`config.mk`:
```
export PLATFORM = sky130hd
export DESIGN_NAME = single_wire_sensor_reader
export DESIGN_NICKNAME = d
export VERILOG_FILES = /design/src/rtl/swsr_pkg.sv /design/src/rtl/swsr_core.sv /design/src/rtl/swsr_out_buf.sv /design/src/rtl/single_wire_sensor_reader.sv
export SDC_FILE = /design/constraint.sdc
export NUM_CORES = 1
export LEC_CHECK = 0
export ABC_AREA = 1
export BUFFER_PORTS_ARGS = -buffer_cell sky130_fd_sc_hd__buf_4
export CAP_MARGIN = 5
export CORE_ASPECT_RATIO = 1.1
export CORE_MARGIN = 5
export CORE_UTILIZATION = 54
export DETAILED_ROUTE_END_ITERATION = 16
export GPL_ROUTABILITY_DRIVEN = 0
export PLACE_DENSITY_LB_ADDON = 0.1
export SYNTH_ARGS = -nofsm -noshare
export SYNTH_HDL_FRONTEND = slang
export SYNTH_SLANG_ARGS = --single-unit
```
`constraint.sdc`:
```
create_clock -name clk -period 3.9 [get_ports clk]
set_clock_uncertainty 0.1 [all_clocks]
set_input_delay 0.975 -clock clk [delete_from_list [all_inputs] [get_ports clk]]
set_output_delay 0.975 -clock clk [all_outputs]
set_load 0.02 [all_outputs]
```
`src/rtl/swsr_pkg.sv`:
```
package swsr_pkg;

  // Frame length in data bits (humidity, temperature, checksum)
  localparam int FRAME_BITS = 40;
  localparam logic [5:0] FRAME_BITS_W = 6'(FRAME_BITS);

  // Bit counts at which the data words are latched
  localparam logic [5:0] HUMIDITY_BIT    = 6'd16;
  localparam logic [5:0] TEMPERATURE_BIT = 6'd32;

  // Configuration register indexes
  localparam logic CFG_HOST_LOW_TICKS = 1'b0;
  localparam logic CFG_ONE_BIT_TICKS  = 1'b1;

  // Configuration reset values
  localparam logic [7:0] HOST_LOW_TICKS_RST = 8'd100;
  localparam logic [7:0] ONE_BIT_TICKS_RST  = 8'd4;

  // Read sequencer phases
  localparam logic [2:0] PH_IDLE         = 3'd0;
  localparam logic [2:0] PH_HOST_LOW     = 3'd1;
  localparam logic [2:0] PH_HOST_RELEASE = 3'd2;
  localparam logic [2:0] PH_RESP_LOW     = 3'd3;
  localparam logic [2:0] PH_RESP_HIGH    = 3'd4;
  localparam logic [2:0] PH_BIT_PREP     = 3'd5;
  localparam logic [2:0] PH_BIT_HIGH     = 3'd6;
  localparam logic [2:0] PH_DONE         = 3'd7;

  // One result transaction
  typedef struct packed {
    logic        drive_low;
    logic        busy_res;
    logic        done_res;
    logic [15:0] humidity_word;
    logic [15:0] temperature_word;
  } result_t;

endpackage

```
`src/rtl/swsr_core.sv`:
```
module swsr_core (
  input  logic              clk,
  input  logic              rst,
  input  logic              fire,
  input  logic              command,
  input  logic              pin_level,
  input  logic              cfg_we,
  input  logic              cfg_index,
  input  logic [7:0]        cfg_data,
  output swsr_pkg::result_t result
);

  logic [7:0]  host_low_ticks;
  logic [7:0]  one_bit_ticks;

  logic [2:0]  phase,      phase_next;
  logic [7:0]  tick_count, tick_count_next;
  logic [5:0]  bit_count,  bit_count_next;
  logic [15:0] shift_word, shift_word_next;
  logic [15:0] humidity_reg,    humidity_reg_next;
  logic [15:0] temperature_reg, temperature_reg_next;

  logic [7:0]  tick_inc;
  logic [5:0]  bit_inc;
  logic [15:0] shifted;

  // Configuration registers
  always_ff @(posedge clk) begin
    if (rst) begin
      host_low_ticks <= swsr_pkg::HOST_LOW_TICKS_RST;
      one_bit_ticks  <= swsr_pkg::ONE_BIT_TICKS_RST;
    end else if (cfg_we) begin
      if (cfg_index == swsr_pkg::CFG_HOST_LOW_TICKS) begin
        host_low_ticks <= cfg_data;
      end else begin
        one_bit_ticks <= cfg_data;
      end
    end
  end

  // Saturating tick count, next bit and shifted word
  assign tick_inc = (tick_count != 8'hFF) ? tick_count + 8'd1 : tick_count;
  assign bit_inc  = bit_count + 6'd1;
  assign shifted  = {shift_word[14:0], (tick_inc > one_bit_ticks)};

  // Sequencer next state
  always_comb begin
    phase_next           = phase;
    tick_count_next      = tick_count;
    bit_count_next       = bit_count;
    shift_word_next      = shift_word;
    humidity_reg_next    = humidity_reg;
    temperature_reg_next = temperature_reg;
    if (command) begin
      phase_next      = swsr_pkg::PH_HOST_LOW;
      tick_count_next = 8'd0;
      bit_count_next  = 6'd0;
      shift_word_next = 16'd0;
    end else begin
      tick_count_next = tick_inc;
      case (phase)
        swsr_pkg::PH_HOST_LOW: begin
          if (tick_inc >= host_low_ticks) begin
            tick_count_next = 8'd0;
            phase_next      = swsr_pkg::PH_HOST_RELEASE;
          end
        end
        swsr_pkg::PH_HOST_RELEASE: begin
          if (!pin_level) begin
            tick_count_next = 8'd0;
            phase_next      = swsr_pkg::PH_RESP_LOW;
          end
        end
        swsr_pkg::PH_RESP_LOW: begin
          if (pin_level) begin
            tick_count_next = 8'd0;
            phase_next      = swsr_pkg::PH_RESP_HIGH;
          end
        end
        swsr_pkg::PH_RESP_HIGH: begin
          if (!pin_level) begin
            tick_count_next = 8'd0;
            phase_next      = swsr_pkg::PH_BIT_PREP;
          end
        end
        swsr_pkg::PH_BIT_PREP: begin
          if (pin_level) begin
            tick_count_next = 8'd0;
            phase_next      = swsr_pkg::PH_BIT_HIGH;
          end
        end
        swsr_pkg::PH_BIT_HIGH: begin
          // falling edge ends the bit: sample its high time
          if (!pin_level) begin
            bit_count_next  = bit_inc;
            shift_word_next = shifted;
            if (bit_inc == swsr_pkg::HUMIDITY_BIT) begin
              humidity_reg_next = shifted;
              shift_word_next   = 16'd0;
            end
            if (bit_inc == swsr_pkg::TEMPERATURE_BIT) begin
              temperature_reg_next = shifted;
              shift_word_next      = 16'd0;
            end
            if (bit_inc == swsr_pkg::FRAME_BITS_W) begin
              phase_next = swsr_pkg::PH_DONE;
            end else begin
              tick_count_next = 8'd0;
              phase_next      = swsr_pkg::PH_BIT_PREP;
            end
          end
        end
        default: begin
        end
      endcase
    end
  end

  // State update on each accepted transaction
  always_ff @(posedge clk) begin
    if (rst) begin
      phase           <= swsr_pkg::PH_IDLE;
      tick_count      <= 8'd0;
      bit_count       <= 6'd0;
      shift_word      <= 16'd0;
      humidity_reg    <= 16'd0;
      temperature_reg <= 16'd0;
    end else if (fire) begin
      phase           <= phase_next;
      tick_count      <= tick_count_next;
      bit_count       <= bit_count_next;
      shift_word      <= shift_word_next;
      humidity_reg    <= humidity_reg_next;
      temperature_reg <= temperature_reg_next;
    end
  end

  // Result seen after the update
  always_comb begin
    result.drive_low        = (phase_next == swsr_pkg::PH_HOST_LOW);
    result.busy_res         = (phase_next != swsr_pkg::PH_IDLE) &&
                              (phase_next != swsr_pkg::PH_DONE);
    result.done_res         = (phase_next == swsr_pkg::PH_DONE);
    result.humidity_word    = humidity_reg_next;
    result.temperature_word = temperature_reg_next;
  end

endmodule

```
`src/rtl/swsr_out_buf.sv`:
```
module swsr_out_buf (
  input  logic              clk,
  input  logic              rst,
  input  logic              in_fire,
  input  swsr_pkg::result_t in_data,
  output logic              full,
  output logic              out_valid,
  input  logic              out_stall,
  output swsr_pkg::result_t out_data
);

  logic              skid_valid;
  swsr_pkg::result_t skid_data;
  logic              out_free;

  assign full     = skid_valid;
  assign out_free = !out_valid || !out_stall;

  // Output register with one skid entry behind it
  always_ff @(posedge clk) begin
    if (rst) begin
      out_valid  <= 1'b0;
      skid_valid <= 1'b0;
    end else if (out_free) begin
      if (skid_valid) begin
        out_valid  <= 1'b1;
        skid_valid <= 1'b0;
      end else begin
        out_valid <= in_fire;
      end
    end else if (in_fire) begin
      skid_valid <= 1'b1;
    end
  end

  // Payload registers
  always_ff @(posedge clk) begin
    if (out_free) begin
      out_data <= skid_valid ? skid_data : in_data;
    end
    if (!out_free && in_fire) begin
      skid_data <= in_data;
    end
  end

endmodule

```
`src/rtl/single_wire_sensor_reader.sv`:
```
// Host side of a single-wire humidity/temperature sensor read. Each input
// transaction is one timer tick with a sampled pin level (command 0) or a start
// request (command 1); every input transaction yields exactly one result
// transaction carrying drive_low, busy/done status and the last latched
// humidity and temperature words. One transaction is accepted per clock: the
// sequencer state updates in a single registered pass, and results go through
// an output register with a one-entry skid, so item_stall rises only when both
// are full. Configuration (host_low_ticks at index 0, one_bit_ticks at index 1)
// is always ready and must be written only while the block is idle.
module single_wire_sensor_reader (
  input  logic        clk,
  input  logic        rst,
  input  logic        item_valid,
  output logic        item_stall,
  input  logic        command,
  input  logic        pin_level,
  output logic        result_valid,
  input  logic        result_stall,
  output logic        drive_low,
  output logic        busy_res,
  output logic        done_res,
  output logic [15:0] humidity_word,
  output logic [15:0] temperature_word,
  input  logic        cfg_valid,
  output logic        cfg_ready,
  input  logic        cfg_index,
  input  logic [7:0]  cfg_data
);

  logic              fire;
  logic              buf_full;
  swsr_pkg::result_t core_result;
  swsr_pkg::result_t out_result;

  assign cfg_ready  = 1'b1;
  assign item_stall = buf_full;
  assign fire       = item_valid && !buf_full;

  // Sequencer and configuration registers
  swsr_core u_core (
    .clk       (clk),
    .rst       (rst),
    .fire      (fire),
    .command   (command),
    .pin_level (pin_level),
    .cfg_we    (cfg_valid),
    .cfg_index (cfg_index),
    .cfg_data  (cfg_data),
    .result    (core_result)
  );

  // Result buffering
  swsr_out_buf u_out_buf (
    .clk       (clk),
    .rst       (rst),
    .in_fire   (fire),
    .in_data   (core_result),
    .full      (buf_full),
    .out_valid (result_valid),
    .out_stall (result_stall),
    .out_data  (out_result)
  );

  assign drive_low        = out_result.drive_low;
  assign busy_res         = out_result.busy_res;
  assign done_res         = out_result.done_res;
  assign humidity_word    = out_result.humidity_word;
  assign temperature_word = out_result.temperature_word;

endmodule

```
# == Yosys cells after proc, flatten, opt, wreduce, memory -nomap -nowiden ==
# Cells that the tools add are included.
# word_totals
regBits,152
inputBits,16
output_inout_bits,38
word_cells,90
# op_classes
n_addsub,2
magnitude_cmp,2
eq_ne,14
muxes,35
n_bitwise,1
n_reduce_logical,16
# ops
cell,n
2-to-1 mux 16 bit,8
2-to-1 mux 15 bit,5
2-to-1 mux 8 bit,7
2-to-1 mux 35 bit,1
case mux 8 bit (4 select lines),1
2-to-1 mux 3 bit,7
2-to-1 mux 6 bit,3
case mux 3 bit (6 select lines),1
"== test 3 bit, second input constant",4
"== test 6 bit, second input constant",2
"adder 8 x 1 -> 8 bit, second input constant",1
>= comparator 8 bit,1
> comparator 8 bit,1
"!= test 8 bit, second input constant",1
"adder 6 x 1 -> 6 bit, second input constant",1
"== test 3 x 1 -> 1 bit, second input constant",2
"== test 3 x 2 -> 1 bit, second input constant",2
"== test 6 x 5 -> 1 bit, second input constant",1
OR reduction 2 bit,3
zero test 1 bit,4
AND reduction 2 bit,2
logical AND 1 bit,3
"!= test 3 bit, second input constant",1
AND reduction 3 bit,1
other kinds (7),7

# == Logic depth before layout (Yosys ltp) ==
# Gate-level depths: netlist (run 1).
# depth
depth_word,9
depth_mapped,19

# == Modules after synthesis ==
# From an unflattened synthesis (run 1), not the netlist that was laid out.
# unflattened
cells_unflattened,850
hier_area_um2,7196.9
# by_module_without_submodules
mod,n_inst,cells_per_inst,area_per_inst_um2,seq_area_each_um2
swsr_core,1,652,4321.6,1601.5
swsr_out_buf,1,194,2854.0,2142.1
single_wire_sensor_reader,1,4,21.3,0.0

# == Worst setup path after synthesis (run 1) ==
# Ideal clock, no wire load.
# synth_timing
path_type,input-to-reg
from,input port result_stall
to,"register u_out_buf.skid_data[0] (netlist bit), enable pin"
setup_ns,0.427
t_arrival_ns,3.381
path_slack_ns,-0.008
stages,2
path_buffers,0
path_cell_list,nand2_1 > nor2_1
# synth_via
elab_chain_cells,4
# synth_lines
element,line,text
start: declaration,single_wire_sensor_reader.sv:18,"input logic result_stall,"
zero test 1 bit,swsr_out_buf.sv:17,assign out_free = !out_valid || !out_stall;
logical OR 1 bit,swsr_out_buf.sv:17,
zero test 1 bit,swsr_out_buf.sv:41,if (!out_free && in_fire) begin
logical AND 1 bit,swsr_out_buf.sv:41,
end signal: assignment,swsr_out_buf.sv:42,skid_data <= in_data;
end: declaration,swsr_out_buf.sv:13,swsr_pkg::result_t skid_data;
# No other way between the ends.
# A chain may end at the register's enable or synchronous reset.

# == Worst setup path in the final report (run 1) ==
# layout_timing
from,register u_core.tick_count[0]
to,register u_core.tick_count[0]
# layout_via
elab_chain_cells,6
# layout_lines
element,line,text
start: declaration,swsr_core.sv:17,"logic [7:0] tick_count, tick_count_next;"
start signal: assignment,swsr_core.sv:130,tick_count <= tick_count_next;
adder 8 x 1 -> 8 bit / != test 8 bit (equally long branches),swsr_core.sv:42,assign tick_inc = (tick_count != 8'hFF) ? tick_count + 8'd1 : tick_count;
2-to-1 mux 8 bit (*),swsr_core.sv:42,
>= comparator 8 bit / 2-to-1 mux 8 bit (equally long branches),"swsr_core.sv:63, swsr_core.sv:105",
2-to-1 mux 8 bit (on tied branches),"swsr_core.sv:63, swsr_core.sv:94",
case mux 8 bit (4 select lines) (*),swsr_core.sv:61,case (phase)
2-to-1 mux 8 bit (*),swsr_core.sv:54,if (command) begin
# Mark *: on every way between the ends. The rest lies on a longest branch, timed or not.

==> impl_metrics.py, run 1 <==
metrics = {
    "status": {
        "status": "complete, no violations",
    },
    "cts": {
        "cts_setup_buffers": 0,
        "numCtsBuffers": 17,
        "clockBufferDepth": 2,
        "htree_levels": 4,
        "hold_buffers": 0,
        "post_cts_resized": 0,
        "cts.sinks": 152,
        "clock_latency_ns": 0.42,
        "root_buffer": "clkbuf_16",
        "cts_tree": "done",
        "clk_pin_slew_ns": 0.06,
    },
    "drt": {
        "routed_wl_microns": 14600,
        "viasPerCell": 5.30,
        "antenna_left": 0,
        "wl_per_cell_microns": 14.4,
        "drc_errors": 0,
        "drt_iter0_markers": 402,
        "wl_met3_microns": 656,
        "top_layer": "met4",
        "drtPass1Iterations": 6,
        "wl_met1_microns": 6340,
        "vias": 5356,
        "wl_met2_microns": 7230,
    },
    "timing": {
        "report.final.slew_viol_count": 0,
        "hold_viol": 0,
        "finalCriticalPeriod_ns": 3.29,
        "tightest_slew_ns": 0.773,
        "period_share": 0.844,
        "relSlewSlack": 0.483,
        "setup_tns_ns": 0,
        "fmax_ghz": 0.304,
        "setup_viol": 0,
        "rsz0062_at_grt": "false",
    },
    "global_route": {
        "grt_overflow": 0,
        "grt_pass1_vias": 5227,
        "grt_max_degree": 44,
        "grt_pass1_wl_microns": 24600,
        "grt_use_total": 0.200,
        "antenna_found_initial": 0,
    },
    "critical_path": {
        "r2r_cells": 13,
        "max_stage_delay_ns": 0.41,
        "worst-setup-path-type": "flip-flop to flip-flop",
        "r2r_end": "u_core.tick_count[0]$_SDFFE_PP0P_",
        "reg2reg_slack_ns": 0.61,
        "crit_path_cell_trace": "ha_1 -> nand2_1 -> nor3_2 -> nand3_1 -> nand2_1 -> xor2_1 -> ha_1 -> a21oi_1 -> o21a_1 -> nand4_1 -> nand3_1 -> nand3_1 -> a21oi_1",
        "cp_max_fo": 8,
        "critPathRequiredTime_ns": 4.15,
        "reg2reg_from": "u_core.tick_count[0]$_SDFFE_PP0P_",
        "path_buf_inv": 0,
        "start_kind": "flip-flop",
        "worstPathArrival_ns": 3.54,
        "critical-path-top-delay-family": "simple AND/OR/NAND/NOR gates",
        "cpMostUsedCell": "nand3_1",
        "cpMaxStageDelayCell": "dfxtp_1",
        "cp-end-kind": "flip-flop",
    },
    "synth": {
        "synth.most_common_cell": "nand2_1",
        "synth_seq_cells": 152,
        "yosysTopAreaCell": "edfxtp_1",
        "syn_avg_cell_area_sq_um": 8.60,
        "netlist-cell-type-count": 35,
        "ys_seq_area_frac": 0.546,
        "syn_inst": 798,
        "synth_area_leaders": "edfxtp_1 (31%), dfxtp_1 (24%), nand2_1 (9.7%)",
        "synth_ff_type": "dfxtp_1",
        "synth_nets": 833,
        "yosys.area.top_type_share": 0.306,
        "synth_edf_count": 70,
        "yosysWarningCount": 0,
        "async_flop_share": 0,
        "synth_area_sq_um": 6860,
        "synthTopCellsByCount": "nand2_1 (177), inv_1 (100), dfxtp_1 (82)",
    },
    "worst_hold_path": {
        "hold_depth": 2,
        "hp-start": "u_core.one_bit_ticks[3]$_SDFFE_PP0P_",
        "hold_class": "flip-flop to flip-flop",
        "worstHoldEndpoint": "u_core.one_bit_ticks[3]$_SDFFE_PP0P_",
    },
    "cells_and_area": {
        "layout.nets": 876,
        "areaGrowthSynthToFinish_pct": 14.8,
        "drive_gt1_frac": 0.152,
        "reg_top3": "u_out_buf.out_data: 35 flops, u_out_buf.skid_data: 35 flops",
        "diodes": 0,
        "fin_area_sq_um": 7870,
        "fin_cells": 1011,
    },
    "placement": {
        "dp_hpwl_microns": 9780,
        "dpl-instance-area_sq_um": 7360,
        "dp.cells": 979,
        "portBuffers": 52,
    },
    "floorplanning": {
        "die_y_microns": 128,
        "core_sq_um": 12500,
        "die_area_sq_um": 15100,
        "pin_count": 54,
        "start_util": 0.547,
        "std_cell_rows": 43,
        "die_x_microns": 117,
    },
    "power": {
        "powerDensity_nw_per_um2": 458,
        "p_leak_nw": 3.58,
        "vdd_ir_drop_max_uv": 256,
    },
    "flow_run": {
        "maxCapViolCount": 0,
    },
}
[per-layer routing]
layer / vias to the layer above / global-route usage
met3: 30 / 0.0410
met2: 135 / 0.341
met4: 0 / 0.0891
met5: - / 0
li1: 2702 / -
met1: 2489 / 0.246
[cell type report]
| class | instances | area (sq um) |
|---|---|---|
| well taps | 157 | 196 |
| inverters | 120 | 450 |
| clock buffers | 29 | 500 |
| flip-flops and latches | 152 | 3740 |
| multi-input cells | 491 | 2510 |
| fillers | 1037 | 4660 |
| clock inverters | 3 | 17.5 |
| repair buffers | 59 | 455 |
[worst register-to-register path: stages (launching register included)]
cell	delay (ns)
dfxtp_1	0.41
ha_1	0.21
nand2_1	0.10
nor3_2	0.29
nand3_1	0.25
nand2_1	0.14
xor2_1	0.28
ha_1	0.30
a21oi_1	0.16
o21a_1	0.18
nand4_1	0.18
nand3_1	0.34
nand3_1	0.14
a21oi_1	0.16
[logic make-up after synthesis]
family                   share of synthesized area
AO/OA/AOI/OAI                                0.151
XOR/XNOR                                    0.0100
adder cells (fa/ha/maj)                     0.0347
buffers and inverters                       0.0892
flip-flops                                   0.546
multiplexers                               0.00146
other                                     0.000547
AND/OR/NAND/NOR                              0.167
[cell usage in the layout, fill, tap and decap left out, types with 5 or more instances in the layout]
cell,instances
nand3_1,27
o21ai_0,48
clkbuf_1,9
o21ai_2,16
nor2_1,57
nand2_1,176
dfxtp_1,82
inv_1,100
a31oi_1,14
buf_4,58
o211ai_1,6
inv_2,20
edfxtp_1,70
o21ai_1,24
ha_1,19
nand4_1,5
clkbuf_16,17
a21oi_1,72
[power by group]
part / switching, mW / internal (mW)
logic: 0.231 / 0.129
clock network: 0.593 / 0.862
registers: 0.0271 / 1.76
total: 0.851 / 2.75
[per-stage QoR]
stage           util  hold WS (ns)  setup slack, ns  power, mW
4_1_cts        0.628         0.366            0.643       3.63
3_5_place_dp   0.587         0.357            0.663       2.18
5_1_grt        0.628         0.388            0.274       3.75
3_3_place_gp   0.587         0.352            0.851       2.17
6_report       0.628         0.362            0.608       3.60
2_1_floorplan      -         0.333            0.561       2.05
[how the worst max path moves through the flow]
stage	slack, ns	cells past startpoint	to	startpoint
after CTS	0.64	13	u_core.tick_count[0]$_SDFFE_PP0P_	u_core.tick_count[0]$_SDFFE_PP0P_
after global placement	0.85	14	u_out_buf.out_data[33]$_DFFE_PP_	u_core.tick_count[0]$_SDFFE_PP0P_
final	0.61	13	u_core.tick_count[0]$_SDFFE_PP0P_	u_core.tick_count[0]$_SDFFE_PP0P_
after floorplan	0.56	2	u_out_buf.skid_data[0]$_DFFE_PP_	result_stall
after global routing	0.27	14	u_out_buf.out_data[33]$_DFFE_PP_	u_core.tick_count[0]$_SDFFE_PP0P_
after detailed placement	0.66	14	u_out_buf.out_data[33]$_DFFE_PP_	u_core.tick_count[0]$_SDFFE_PP0P_
Note: power is estimated with default switching activity, not from simulation.
==> run 2: changes to the inputs <==
--- a/config.mk
+++ b/config.mk
@@ -5,12 +5,12 @@
 export SDC_FILE = /design/constraint.sdc
 export NUM_CORES = 1
 export LEC_CHECK = 0
-export ABC_AREA = 1
+export ABC_AREA = 0
 export BUFFER_PORTS_ARGS = -buffer_cell sky130_fd_sc_hd__buf_4
 export CAP_MARGIN = 5
 export CORE_ASPECT_RATIO = 1.1
 export CORE_MARGIN = 5
-export CORE_UTILIZATION = 54
+export CORE_UTILIZATION = 60
 export DETAILED_ROUTE_END_ITERATION = 16
 export GPL_ROUTABILITY_DRIVEN = 0
 export PLACE_DENSITY_LB_ADDON = 0.1
==> constraint.sdc (replaced) <==
create_clock -name clk -period 3.2 [get_ports clk]
set_clock_uncertainty 0.1 [all_clocks]
set_input_delay 0.8 -clock clk [delete_from_list [all_inputs] [get_ports clk]]
set_output_delay 0.8 -clock clk [all_outputs]
set_load 0.02 [all_outputs]
==> impl_metrics.py, run 2 <==
metrics = {
    "status": {
        "status": "complete, no violations",
    },
    "critical_path": {
        "r2r_cells": 13,
        "max_stage_delay_ns": 0.34,
        "reg2reg_from": "u_core.tick_count[1]$_SDFFE_PP0P_",
        "cpMaxStageDelayCell": "dfxtp_2",
        "cp_max_fo": 6,
        "critPathRequiredTime_ns": 3.27,
        "worstPathArrival_ns": 3.17,
        "reg2reg_slack_ns": 0.1,
        "crit_path_cell_trace": "ha_4 -> and3_4 -> nand3_4 -> nand2_2 -> xnor2_2 -> buf_4 -> ha_1 -> a21oi_1 -> nor2_1 -> a211oi_1 -> a32oi_2 -> mux2_4 -> mux2_2",
        "r2r_end": "u_out_buf.out_data[16]$_DFFE_PP_",
        "worst-setup-path-type": "flip-flop to flip-flop",
        "cp-end-kind": "flip-flop",
        "start_kind": "flip-flop",
    },
    "power": {
        "p_leak_nw": 3.24,
        "vdd_ir_drop_max_uv": 333,
        "powerDensity_nw_per_um2": 524,
    },
    "synth": {
        "synth_nets": 603,
        "synth_area_sq_um": 6740,
        "synth_top_family_by_area": "multiplexers",
        "yosys.area.top_type_share": 0.312,
        "async_flop_share": 0,
        "ys_seq_area_frac": 0.556,
        "synth_area_leaders": "edfxtp_1 (31%), dfxtp_1 (24%), mux2_2 (11%)",
        "netlist-cell-type-count": 59,
        "syn_avg_cell_area_sq_um": 11.9,
        "synthTopCellsByCount": "dfxtp_1 (82), edfxtp_1 (70), mux2_2 (66)",
        "synth_ff_type": "dfxtp_1",
        "synth_seq_cells": 152,
        "synthMuxAreaShare": 0.161,
        "synthSimpleGateAreaFrac": 0.104,
        "synth_compound_area_frac": 0.102,
        "yosysWarningCount": 0,
        "synth_edf_count": 70,
        "yosysTopAreaCell": "edfxtp_1",
        "synthAdderAreaFrac": 0.0353,
        "synth_xor_area_frac": 0.00891,
        "syn_inst": 568,
        "synth.most_common_cell": "dfxtp_1",
    },
    "cells_and_area": {
        "areaGrowthSynthToFinish_pct": 22.1,
        "drive_gt1_frac": 0.342,
        "final_cell_mix": "buf_4 (85), dfxtp_1 (76), edfxtp_1 (70), mux2_2 (63), nor2_1 (52)",
        "utilization": 0.750,
        "n_fill_cell": 703,
        "final_common_cell": "buf_4",
        "reg_top3": "u_out_buf.out_data: 35 flops, u_out_buf.skid_data: 35 flops",
        "diodes": 0,
        "multi_input_area_sq_um": 2950,
        "fin_cells": 804,
        "layout.nets": 679,
        "regArea_sq_um": 3750,
    },
    "timing": {
        "relSlewSlack": 0.215,
        "holdWs_ns": 0.360,
        "tightest_slew_ns": 1.18,
        "hold_viol": 0,
        "rsz0062_at_grt": "true",
        "fmax_ghz": 0.322,
        "period_share": 0.970,
        "setup_tns_ns": 0,
        "finalCriticalPeriod_ns": 3.10,
        "setup_viol": 0,
        "report.final.slew_viol_count": 0,
        "fin_ws_ns": 0.0969,
    },
    "global_route": {
        "grt_pass1_wl_microns": 22300,
        "grt_use_total": 0.205,
        "antenna_found_initial": 0,
        "grt_pass1_vias": 4609,
        "grt_max_degree": 64,
        "grt_overflow": 0,
    },
    "placement": {
        "post-place-ws_ns": -0.182,
        "portBuffers": 52,
        "dp_hpwl_microns": 8690,
        "dp.cells": 769,
    },
    "drt": {
        "wl_per_cell_microns": 16.8,
        "viasPerCell": 5.63,
        "drt_iter0_markers": 185,
        "drtPass1Iterations": 5,
        "vias": 4527,
        "routed_wl_microns": 13500,
        "drc_errors": 0,
        "antenna_left": 0,
    },
    "floorplanning": {
        "start_util": 0.615,
        "pin_count": 54,
        "die_area_sq_um": 13500,
        "die_y_microns": 121,
        "core_sq_um": 11000,
        "std_cell_rows": 40,
        "die_x_microns": 111,
    },
    "worst_hold_path": {
        "hp-start": "u_core.one_bit_ticks[7]$_SDFFE_PP0P_",
        "hold_class": "flip-flop to flip-flop",
        "hold_depth": 2,
        "worstHoldEndpoint": "u_core.one_bit_ticks[7]$_SDFFE_PP0P_",
    },
    "cts": {
        "clockBufferDepth": 2,
        "cts_tree": "done",
        "cts.sinks": 152,
        "numCtsBuffers": 17,
        "htree_levels": 4,
        "hold_buffers": 0,
        "clk_pin_slew_ns": 0.06,
        "root_buffer": "clkbuf_16",
        "clock_latency_ns": 0.42,
    },
    "flow_run": {
        "maxCapViolCount": 0,
    },
}
-- run 2: through the flow --
stage | total power [mW] | area, sq um
floorplan | 2.30 | 6760
global placement | 2.39 | 7470
detailed placement | 2.40 | 7470
CTS | 4.33 | 8110
global route | 4.46 | 8230
finish | 4.31 | 8230
-- run 2: power by group --
part           switching [mW]  internal (mW)  leakage (nW)
combinational           0.158          0.106          1.62
clock                   0.842           1.10         0.282
sequential             0.0217           2.08          1.33
-- run 2: how the worst max path moves through the flow --
| stage | startpoint | endpoint | depth (start not counted) |
|---|---|---|---|
| floorplan | u_core.tick_count[1]$_SDFFE_PP0P_ | u_out_buf.out_data[33]$_DFFE_PP_ | 11 |
| global placement | u_core.tick_count[4]$_SDFFE_PP0P_ | u_out_buf.out_data[33]$_DFFE_PP_ | 12 |
| detailed placement | u_core.tick_count[3]$_SDFFE_PP0P_ | u_out_buf.out_data[33]$_DFFE_PP_ | 12 |
| CTS | u_core.tick_count[4]$_SDFFE_PP0P_ | u_out_buf.out_data[33]$_DFFE_PP_ | 13 |
| global route | u_core.tick_count[1]$_SDFFE_PP0P_ | u_out_buf.out_data[33]$_DFFE_PP_ | 13 |
| finish | u_core.tick_count[1]$_SDFFE_PP0P_ | u_out_buf.out_data[16]$_DFFE_PP_ | 13 |
-- run 2: what timing repair did --
| action | 4_1_cts | 5_1_grt |
|---|---|---|
| endpoints found under the setup margin | 4 | 4 |
| cloned | 0 | 0 |
| gates resized for setup | 12 | 21 |
| pin swaps | 5 | 11 |
| buffers inserted | 1 | 2 |
-- run 2: critical path, delay by kind of cell, from the launching register on --
kind	cells	cell delay, ns
muxes	2	0.57
buffers and inverters	1	0.15
and+or+nand+nor	4	0.45
AOI/OAI and AO/OA	3	0.61
adders and majority gates	2	0.45
DFF	1	0.34
xor gates and xnor gates	1	0.16
-- run 2: final cells by class --
cell class	instances	area share
Clock inverter	15	0.0193
Clock buffer	17	0.0517
Inverter	21	0.00958
Timing Repair Buffer	87	0.0824
Multi-Input combinational cell	365	0.359
Sequential cell	152	0.456
Tap cell	147	0.0224
-- run 2: layer usage --
metal,up-vias,global-route usage,wire length [microns]
met5,-,0,0
met4,0,0.0654,219
met3,16,0.0559,526
met2,94,0.362,7030
met1,2180,0.246,5760
li1,2237,-,-
-- run 2: cell families (layout without fill, tap and decap cells) --
logic type	count (synthesis)	after routing
other cells	1	1
compound gates	96	96
fa+ha+maj	19	19
simple gates	143	143
xor+xnor	6	6
mux	100	100
buf+inv	51	140
flops	152	152
==> run 3: changes to the inputs <==
--- a/config.mk
+++ b/config.mk
@@ -5,7 +5,7 @@
 export SDC_FILE = /design/constraint.sdc
 export NUM_CORES = 1
 export LEC_CHECK = 0
-export ABC_AREA = 0
+export ABC_AREA = 1
 export BUFFER_PORTS_ARGS = -buffer_cell sky130_fd_sc_hd__buf_4
 export CAP_MARGIN = 5
 export CORE_ASPECT_RATIO = 1.1
==> impl_metrics.py, run 3 (synthesis results as in run 1) <==
metrics = {
    "status": {
        "status": "complete, no violations",
    },
    "floorplanning": {
        "core_sq_um": 11300,
        "std_cell_rows": 41,
        "die_x_microns": 112,
        "pin_count": 54,
        "die_y_microns": 122,
        "start_util": 0.605,
        "die_area_sq_um": 13700,
    },
    "cells_and_area": {
        "final_cell_mix": "nand2_1 (176), inv_1 (100), dfxtp_1 (80), a21oi_1 (72), edfxtp_1 (70)",
        "final_common_cell": "nand2_1",
        "reg_top3": "u_out_buf.out_data: 35 flops, u_out_buf.skid_data: 35 flops",
        "diodes": 0,
        "layout.nets": 878,
        "drive_gt1_frac": 0.169,
        "areaGrowthSynthToFinish_pct": 15.8,
    },
    "critical_path": {
        "worstPathArrival_ns": 3.16,
        "crit_path_cell_trace": "ha_1 -> nand2_1 -> nor3_2 -> buf_4 -> a31oi_1 -> nand2_1 -> xnor2_2 -> ha_1 -> nand2_1 -> nor2_1 -> nand4_1 -> nand4_1 -> nand3_1 -> nand3_1 -> a21oi_1",
        "cpMaxStageDelayCell": "dfxtp_2",
        "cpMostUsedCell": "nand2_1",
        "critPathRequiredTime_ns": 3.40,
        "start_kind": "flip-flop",
        "worst-setup-path-type": "flip-flop to flip-flop",
        "cp-end-kind": "flip-flop",
        "cp_max_fo": 8,
        "max_stage_delay_ns": 0.34,
    },
    "power": {
        "p_leak_nw": 3.61,
        "p_total_mw": 4.47,
        "vdd_ir_drop_max_uv": 349,
        "powerDensity_nw_per_um2": 563,
    },
    "cts": {
        "cts.sinks": 152,
        "hold_buffers": 0,
        "root_buffer": "clkbuf_16",
        "clk_pin_slew_ns": 0.06,
        "cts_tree": "done",
        "numCtsBuffers": 17,
        "htree_levels": 4,
        "clockBufferDepth": 2,
        "clock_latency_ns": 0.42,
    },
    "timing": {
        "finalCriticalPeriod_ns": 2.96,
        "period_share": 0.924,
        "hold_viol": 0,
        "relSlewSlack": 0.550,
        "rsz0062_at_grt": "true",
        "report.final.slew_viol_count": 0,
        "fmax_ghz": 0.338,
        "setup_tns_ns": 0,
        "tightest_slew_ns": 0.674,
        "setup_viol": 0,
    },
    "worst_hold_path": {
        "hold_class": "flip-flop to flip-flop",
    },
    "placement": {
        "portBuffers": 52,
        "dp_hpwl_microns": 9550,
    },
    "global_route": {
        "grt_pass1_wl_microns": 24300,
        "antenna_found_initial": 0,
        "grt_overflow": 0,
        "grt_max_degree": 65,
        "grt_use_total": 0.221,
        "grt_pass1_vias": 5329,
    },
    "drt": {
        "drc_errors": 0,
        "wl_per_cell_microns": 14.2,
        "antenna_left": 0,
        "drtPass1Iterations": 4,
        "viasPerCell": 5.35,
        "drt_iter0_markers": 364,
        "routed_wl_microns": 14300,
        "vias": 5379,
    },
    "flow_run": {
        "maxCapViolCount": 0,
    },
}
run 3: cell count changes in the layout (fill, tap and decap cells not counted), moves of 22 or more:
| cell | previous run | this run |
|---|---|---|
| nand2_1 | 31 | 176 |
| inv_1 | 21 | 100 |
| mux2_2 | 63 | 0 |
| a21oi_1 | 24 | 72 |
| o21ai_0 | 6 | 47 |
| mux2i_1 | 33 | 1 |
| buf_4 | 85 | 60 |
| a22o_1 | 23 | 0 |
| o21ai_1 | 3 | 25 |
run 3: timing repair:
item	CTS	global route
buffers inserted	0	0
setup endpoints to repair	0	15
gates resized for setup	0	6
run 3: through the flow:
step	cells	worst slack [ns]	utilization	area, sq um	hold slack, ns
after detailed placement	974	0.100	0.649	7360	0.357
after global routing	1006	-0.0420	0.701	7950	0.385
final	1006	0.243	0.701	7950	0.362
after floorplan	798	0.0357	-	6860	0.333
after global placement	974	0.297	0.649	7360	0.351
after CTS	1006	0.0884	0.699	7920	0.365
run 3: power by group:
part / leakage (nW) / switching, mW / internal [mW]
registers: 1.39 / 0.0348 / 2.15
clock network: 0.264 / 0.790 / 1.06
logic: 1.95 / 0.281 / 0.158
run 3: worst paths after layout:
kind	slack [ns]	start	cells after the start	endpoint
worst max-delay path	0.24	u_core.tick_count[0]$_SDFFE_PP0P_	15	u_core.tick_count[1]$_SDFFE_PP0P_
worst max register to register	0.24	u_core.tick_count[0]$_SDFFE_PP0P_	15	u_core.tick_count[1]$_SDFFE_PP0P_
worst min register to register	0.36	u_core.one_bit_ticks[7]$_SDFFE_PP0P_	2	u_core.one_bit_ticks[7]$_SDFFE_PP0P_
worst min-delay path	0.36	u_core.one_bit_ticks[7]$_SDFFE_PP0P_	2	u_core.one_bit_ticks[7]$_SDFFE_PP0P_
run 3: worst max-delay path: cells and delay by family (launching register included):
family | cells | cell delay, ns
AO/OA/AOI/OAI | 2 | 0.27
AND/OR/NAND/NOR | 9 | 1.27
adder cells (fa/ha/maj) | 2 | 0.50
XOR/XNOR | 1 | 0.18
buffers and inverters | 1 | 0.15
flip-flops | 1 | 0.34
run 3: cell type report:
class	instances	area, sq um
Sequential cell	152	3750
Clock buffer	21	470
Clock inverter	11	90.1
Fill cell	918	3390
Tap cell	150	188
Timing Repair Buffer	61	470
Inverter	120	450
Multi-Input combinational cell	491	2530
run 3: layer usage:
layer  vias to the layer above  part of all wire  global-route usage
met4                         0             0.029              0.0999
met2                       134              0.51               0.397
met1                      2511              0.41               0.261
li1                       2704                 -                   -
met5                         -                 0                   0
met3                        30             0.048              0.0383
